<file path="src/rtl/core/plht_pkg.sv">
// ----------------------------------------------------------------------------
// plht_pkg
// Shared constants and types for the polyline hit test: slop, default
// coordinate width, queue flags and the segment engine state encoding.
// ----------------------------------------------------------------------------
package plht_pkg;

  localparam int COORD_BITS_DEF = 16;
  localparam int WIDTH_BITS     = 10;
  localparam int LIMIT_W        = 11;
  localparam int SLOP           = 2;

  // Flags that travel with every queued word
  typedef struct packed {
    logic seg;       // word carries a segment
    logic nrm_zero;  // degenerate segment, no division
    logic last;      // final vertex of the polyline
  } seg_flags_t;

  typedef enum logic [2:0] {
    BK_IDLE,
    BK_MUL,
    BK_DINIT,
    BK_DIV,
    BK_ACC,
    BK_CHK
  } bk_state_t;

endpackage

</file>
<file path="src/rtl/core/plht_back.sv">
// ----------------------------------------------------------------------------
// plht_back
// Segment engine: one shared multiplier and a two-bit-per-cycle restoring
// divider form z from the queued segment, test it against the limit, collect
// the hit flag and hand the result to a one-word output register.
// ----------------------------------------------------------------------------
module plht_back #(
  parameter int COORD_BITS = 16,
  parameter int DATA_W     = 4 * (COORD_BITS + 1) + (COORD_BITS + 2) + 11
) (
  input  logic                 clk,
  input  logic                 rst_n,
  input  logic                 q_empty,
  input  plht_pkg::seg_flags_t q_flags,
  input  logic [DATA_W-1:0]    q_data,
  output logic                 q_pop,
  output logic                 out_empty,
  input  logic                 out_pop,
  output logic                 out_hit
);
  import plht_pkg::*;

  localparam int DW    = COORD_BITS + 1;
  localparam int NW    = COORD_BITS + 2;
  localparam int PW    = 2 * COORD_BITS + 2;
  localparam int ZW    = COORD_BITS + 3;
  localparam int QB    = ((COORD_BITS + 2) / 2) * 2;  // quotient bits, even
  localparam int STEPS = QB / 2;
  localparam int CNTW  = $clog2(STEPS);

  bk_state_t state_r, state_nxt;

  logic signed [DW-1:0] dx_in, dy_in, nx_in, ny_in;
  logic [NW-1:0]        nrm_in;
  logic [LIMIT_W-1:0]   limit_in;

  logic signed [DW-1:0] dx_r, dx_nxt, dy_r, dy_nxt, nx_r, nx_nxt, ny_r, ny_nxt;
  logic [NW-1:0]        nrm_r, nrm_nxt;
  logic [LIMIT_W-1:0]   limit_r, limit_nxt;
  logic                 seg_r, seg_nxt;
  logic                 last_r, last_nxt;
  logic                 sel_r, sel_nxt;
  logic signed [PW-1:0] prod_r, prod_nxt;
  logic                 neg_r, neg_nxt;
  logic [NW-1:0]        rem_r, rem_nxt;
  logic [QB-1:0]        quo_r, quo_nxt;
  logic [CNTW-1:0]      cnt_r, cnt_nxt;
  logic signed [ZW-1:0] z_r, z_nxt;
  logic                 hit_r, hit_nxt;
  logic                 out_valid_r, out_valid_nxt;
  logic                 out_hit_r, out_hit_nxt;

  logic [PW-1:0]        mag;
  logic [NW:0]          t1, t2;
  logic [NW-1:0]        r1, r2;
  logic                 b1, b2;
  logic signed [ZW-1:0] qs;
  logic [ZW-1:0]        z_abs;
  logic                 seg_hit;

  assign {dx_in, dy_in, nx_in, ny_in, nrm_in, limit_in} = q_data;

  assign out_empty = !out_valid_r;
  assign out_hit   = out_hit_r;

  // two restoring steps a cycle
  always_comb begin
    t1 = {rem_r, quo_r[QB-1]};
    b1 = (t1 >= {1'b0, nrm_r});
    r1 = b1 ? NW'(t1 - {1'b0, nrm_r}) : t1[NW-1:0];
    t2 = {r1, quo_r[QB-2]};
    b2 = (t2 >= {1'b0, nrm_r});
    r2 = b2 ? NW'(t2 - {1'b0, nrm_r}) : t2[NW-1:0];
  end

  assign mag     = prod_r[PW-1] ? PW'(-prod_r) : PW'(prod_r);
  assign qs      = neg_r ? -$signed(ZW'(quo_r)) : $signed(ZW'(quo_r));
  assign z_abs   = z_r[ZW-1] ? ZW'(-z_r) : ZW'(z_r);
  assign seg_hit = seg_r && (z_abs < ZW'(limit_r));

  always_comb begin
    state_nxt     = state_r;
    dx_nxt        = dx_r;
    dy_nxt        = dy_r;
    nx_nxt        = nx_r;
    ny_nxt        = ny_r;
    nrm_nxt       = nrm_r;
    limit_nxt     = limit_r;
    seg_nxt       = seg_r;
    last_nxt      = last_r;
    sel_nxt       = sel_r;
    prod_nxt      = prod_r;
    neg_nxt       = neg_r;
    rem_nxt       = rem_r;
    quo_nxt       = quo_r;
    cnt_nxt       = cnt_r;
    z_nxt         = z_r;
    hit_nxt       = hit_r;
    out_hit_nxt   = out_hit_r;
    out_valid_nxt = out_valid_r && !out_pop;
    q_pop         = 1'b0;

    unique case (state_r)
      BK_IDLE: begin
        if (!q_empty) begin
          q_pop     = 1'b1;
          dx_nxt    = dx_in;
          dy_nxt    = dy_in;
          nx_nxt    = nx_in;
          ny_nxt    = ny_in;
          nrm_nxt   = nrm_in;
          limit_nxt = limit_in;
          seg_nxt   = q_flags.seg;
          last_nxt  = q_flags.last;
          sel_nxt   = 1'b0;
          z_nxt     = '0;
          if (!q_flags.seg) begin
            state_nxt = BK_CHK;
          end else if (q_flags.nrm_zero) begin
            z_nxt     = ZW'(dx_in) + ZW'(dy_in);
            state_nxt = BK_CHK;
          end else begin
            state_nxt = BK_MUL;
          end
        end
      end
      BK_MUL: begin
        prod_nxt  = sel_r ? PW'(dy_r) * PW'(ny_r) : PW'(dx_r) * PW'(nx_r);
        state_nxt = BK_DINIT;
      end
      BK_DINIT: begin
        // quotient fits in QB bits, so the top part is already below nrm
        neg_nxt   = prod_r[PW-1];
        rem_nxt   = NW'(mag >> QB);
        quo_nxt   = mag[QB-1:0];
        cnt_nxt   = CNTW'(STEPS - 1);
        state_nxt = BK_DIV;
      end
      BK_DIV: begin
        rem_nxt = r2;
        quo_nxt = {quo_r[QB-3:0], b1, b2};
        cnt_nxt = cnt_r - CNTW'(1);
        if (cnt_r == '0) begin
          state_nxt = BK_ACC;
        end
      end
      BK_ACC: begin
        z_nxt = z_r + qs;
        if (!sel_r) begin
          sel_nxt   = 1'b1;
          state_nxt = BK_MUL;
        end else begin
          state_nxt = BK_CHK;
        end
      end
      BK_CHK: begin
        if (!last_r) begin
          hit_nxt   = hit_r || seg_hit;
          state_nxt = BK_IDLE;
        end else if (!out_valid_r || out_pop) begin
          out_hit_nxt   = hit_r || seg_hit;
          out_valid_nxt = 1'b1;
          hit_nxt       = 1'b0;
          state_nxt     = BK_IDLE;
        end
      end
      default: begin
        state_nxt = BK_IDLE;
      end
    endcase
  end

  always_ff @(posedge clk) begin
    if (!rst_n) begin
      state_r     <= BK_IDLE;
      hit_r       <= 1'b0;
      out_valid_r <= 1'b0;
    end else begin
      state_r     <= state_nxt;
      hit_r       <= hit_nxt;
      out_valid_r <= out_valid_nxt;
    end
    dx_r      <= dx_nxt;
    dy_r      <= dy_nxt;
    nx_r      <= nx_nxt;
    ny_r      <= ny_nxt;
    nrm_r     <= nrm_nxt;
    limit_r   <= limit_nxt;
    seg_r     <= seg_nxt;
    last_r    <= last_nxt;
    sel_r     <= sel_nxt;
    prod_r    <= prod_nxt;
    neg_r     <= neg_nxt;
    rem_r     <= rem_nxt;
    quo_r     <= quo_nxt;
    cnt_r     <= cnt_nxt;
    z_r       <= z_nxt;
    out_hit_r <= out_hit_nxt;
  end

endmodule
</file>
<file path="config.mk">
export PLATFORM = sky130hd
export DESIGN_NAME = plht_back
export DESIGN_NICKNAME = d
export VERILOG_FILES = /design/src/rtl/core/plht_pkg.sv /design/src/rtl/core/plht_back.sv
export SDC_FILE = /design/constraint.sdc
export NUM_CORES = 2
export LEC_CHECK = 0
export ABC_AREA = 1
export BUFFER_PORTS_ARGS = -buffer_cell sky130_fd_sc_hd__buf_2
export CAP_MARGIN = 20
export CORE_ASPECT_RATIO = 1.5
export CORE_MARGIN = 2
export CORE_UTILIZATION = 60
export CTS_CLUSTER_SIZE = 10
export DETAILED_ROUTE_END_ITERATION = 6
export GPL_TIMING_DRIVEN = 0
export PLACE_DENSITY = 0.78
export SLEW_MARGIN = 15
export SYNTH_ARGS = -nofsm -noshare
export SYNTH_HDL_FRONTEND = slang
export SYNTH_SLANG_ARGS = --single-unit
</file>
<file path="constraint.sdc">
create_clock -name clk -period 8.9 [get_ports clk]
set_input_delay 1.335 -clock clk [delete_from_list [all_inputs] [get_ports clk]]
set_output_delay 1.335 -clock clk [all_outputs]
set_load 0.05 [all_outputs]
</file>
==> impl_metrics.ini <==
[worst_setup_path]
end_kind = register
critPathKind = reg2reg
cp_cell_sequence = clkbuf_1, clkbuf_1, nand2_1, inv_1, fa_1, fa_1, fa_1, fa_1, inv_1, fa_1, inv_1, fa_1, ha_1, inv_1, nor3_1, nand2_1, nor4_1, nand2_1, nand4_1, xnor2_1, nand2_1, o21ai_0
reg2reg_from = dy_r[16]
crit_fanout = 10
arrival_ns = 7.67
cp-startpoint = dy_r[16]
r2r-end = prod_r[33]
critPathTopFamily = adder cells
reg2reg_slack_ns = 1.40
worstSetupStartpointType = register
cp_num_buf_inv = 6
crit_path_frequent_cell = fa_1
crit_slowest_cell = fa_1
cpPeakStageDelay_ns = 1.01
ff2ff_path_depth = 22
crit_required_ns = 9.07

[place]
dp_cells = 5277
post_dp_cell_area_um2 = 37100
port_buffers = 106
dpl.hpwl_mm = 83.2
place.gp.congestion = 0.966

[cells_and_area]
nNetsFinal = 5474
final_cells = 5310
synthToLayoutAreaGrowth_pct = 6.55
drive_above_1_share_pct = 4.02
final_area_um2 = 37800
nFillCells = 5046

[worst_hold_path]
hold-path-endpoint = hit_r
worstHoldPathCells = 2
holdCritPathClass = reg2reg
holdCritStartpoint = hit_r

[clock_network]
h-tree-depth = 4
clkLatencyLatePin_ns = 0.53
cts_tree = built
post_cts_buffers = 0
clock_path_buffers = 2
cts_buffers = 17
cts.sinks = 200
clockRootBuffer = clkbuf_16
path_clk_slew_ns = 0.09
ctsHoldBuffers = 0
cts_resized = 0

[grt]
overflow = 0
grt_max_degree = 30
grt_antenna_before_repair = 0
grt_pass1_wl_mm = 157
first_global_vias = 30500
grt_util_all_layers_pct = 34.0

[drt]
ant_nets = 0
drt-total-wl_mm = 98.9
viasPerCell = 5.47
drt-pass1-iter-count = 5
via_count = 29100
drt_iter0_drc = 1918
drt_drc_violations_left = 0
wl_per_cell_um = 18.6

[floorplan]
die_area_um2 = 61100
start_util_pct = 60.4
pin_count = 107
die-width_um = 202
core_area_um2 = 58600
row_count = 109
fp.dieH_um = 302

[yosys]
synth_edf_count = 195
syn_avg_cell_area_um2 = 8.08
ys.flop_type = edfxtp_1
yosysSeqAreaShare_pct = 16.8
synthCells = 4385
ys_types = 54
yosysTopAreaCellShare_pct = 33.7
synth_nets = 5340
syn_area_um2 = 35400
synthTopCellsByArea = fa_1 (34%), edfxtp_1 (17%), inv_1 (12%), nand2_1 (10%), ha_1 (9.0%)
async_flop_share_pct = 0
ys_ff_latch = 200
yosysWarnings = 0
synth_area_leader_cell = fa_1

[sta]
drv_slew = 0
grt_setup_unrepaired = no
finalSetupViolCount = 0
relSlewSlack_pct = 44.8
period_share_pct = 84.3
skew_ns = 0.0231
final_hold_viol_count = 0
min_period_ns = 7.50
tightest_slew_ns = 0.827
max_freq_ghz = 0.133

[flow_run]
drv_cap = 0

[outcome]
status = completed
-- state kept, by name, summed over array words and instances (netlist names), 3 cells and up --
signal   flops
nx_r        17
dx_r        17
state_r      3
nrm_r       18
quo_r       18
cnt_r        4
dy_r        17
z_r         19
ny_r        17
limit_r     11
rem_r       18
prod_r      34
-- synthesized netlist by cell type (16+ instances only) --
master and count:
a21o_1 26, a21oi_1 200, a31oi_1 16, clkbuf_1 152, edfxtp_1 195, fa_1 596, ha_1 255, inv_1 1133
nand2_1 985, nand3_1 114, nand4_1 23, nor2_1 221, nor3_1 32, o21ai_0 203, xnor2_1 49, xor2_1 62
-- worst min-delay path, cell delays in order, from the launching register on --
cell and delay (ns):
dfxtp_1 0.32, nand2_1 0.07, a21oi_1 0.06
-- layer usage --
layer	up-vias	part of all wire (%)	GRT usage [%]
met1	14000	34	36.4
met5	-	0	0
met4	0	8.9	26.7
met3	417	5.9	4.34
met2	1143	51	60.5
li1	13500	-	-
-- kinds of logic after synthesis --
group           after synthesis  share of synthesized area [%]
compound gates              506                           7.79
xor+xnor                    111                           2.74
fa+ha+maj                   851                           42.7
buf+inv                    1298                           13.8
flops                       200                           16.8
mux                           1                         0.0283
simple gates               1418                           16.1
-- area by class of cell --
cell class	instances	area, um2	area share (%)
inverters	1136	4270	11.3
repair buffers	115	683	1.81
flip-flops and latches	200	5960	15.8
clock inverters	14	186	0.494
well taps	777	972	2.58
clock buffers	18	450	1.19
diodes	1	2.50	0.00663
plain buffers	162	639	1.69
multi-input cells	2887	24600	65.2
-- layout by cell type, fill, tap and decap left out, drive strengths merged, types with 2 or more instances in the layout --
cell	Yosys	routed
ha	255	255
o21ai	216	216
nand3b	8	8
o21a	3	3
nand3	116	116
a22o	2	2
nand2	987	987
nor3	34	34
xor2	62	62
nor4	10	10
o211a	2	2
clkbuf	152	170
o21bai	14	14
o31ai	6	6
a21o	26	26
nor2	224	224
dfxtp	5	5
a31oi	16	16
o22ai	2	2
o2111ai	3	3
or2	13	13
a211oi	3	3
fa	596	596
xnor2	49	49
edfxtp	195	195
o211ai	6	6
a221oi	2	2
clkinv	1	7
inv	1135	1143
nand4	23	23
a21oi	200	200
buf	10	125
-- worst max-delay path by stage --
stage / endpoint / slack (ns) / depth (start not counted)
6_report: prod_r[33] / 1.40 / 22
5_1_grt: prod_r[33] / 1.09 / 22
4_1_cts: prod_r[33] / 1.57 / 22
3_5_place_dp: prod_r[33] / 1.61 / 22
3_3_place_gp: q_pop / -0.97 / 3
2_1_floorplan: q_pop / 1.92 / 1
-- per-stage QoR --
step / util [%] / setup WS [ns] / hold slack (ns) / TNS (ns)
4_1_cts: 64.4 / 1.57 / 0.490 / 0
5_1_grt: 64.4 / 1.09 / 0.522 / 0
3_5_place_dp: 63.3 / 1.61 / 0.476 / 0
3_3_place_gp: 63.0 / -0.970 / 0.452 / -0.970
2_1_floorplan: - / 1.92 / 0.444 / 0
6_report: 64.4 / 1.40 / 0.486 / 0
Power is not shown: default switching activity piles up to over one toggle a cycle in this logic, so the estimate is an artifact.
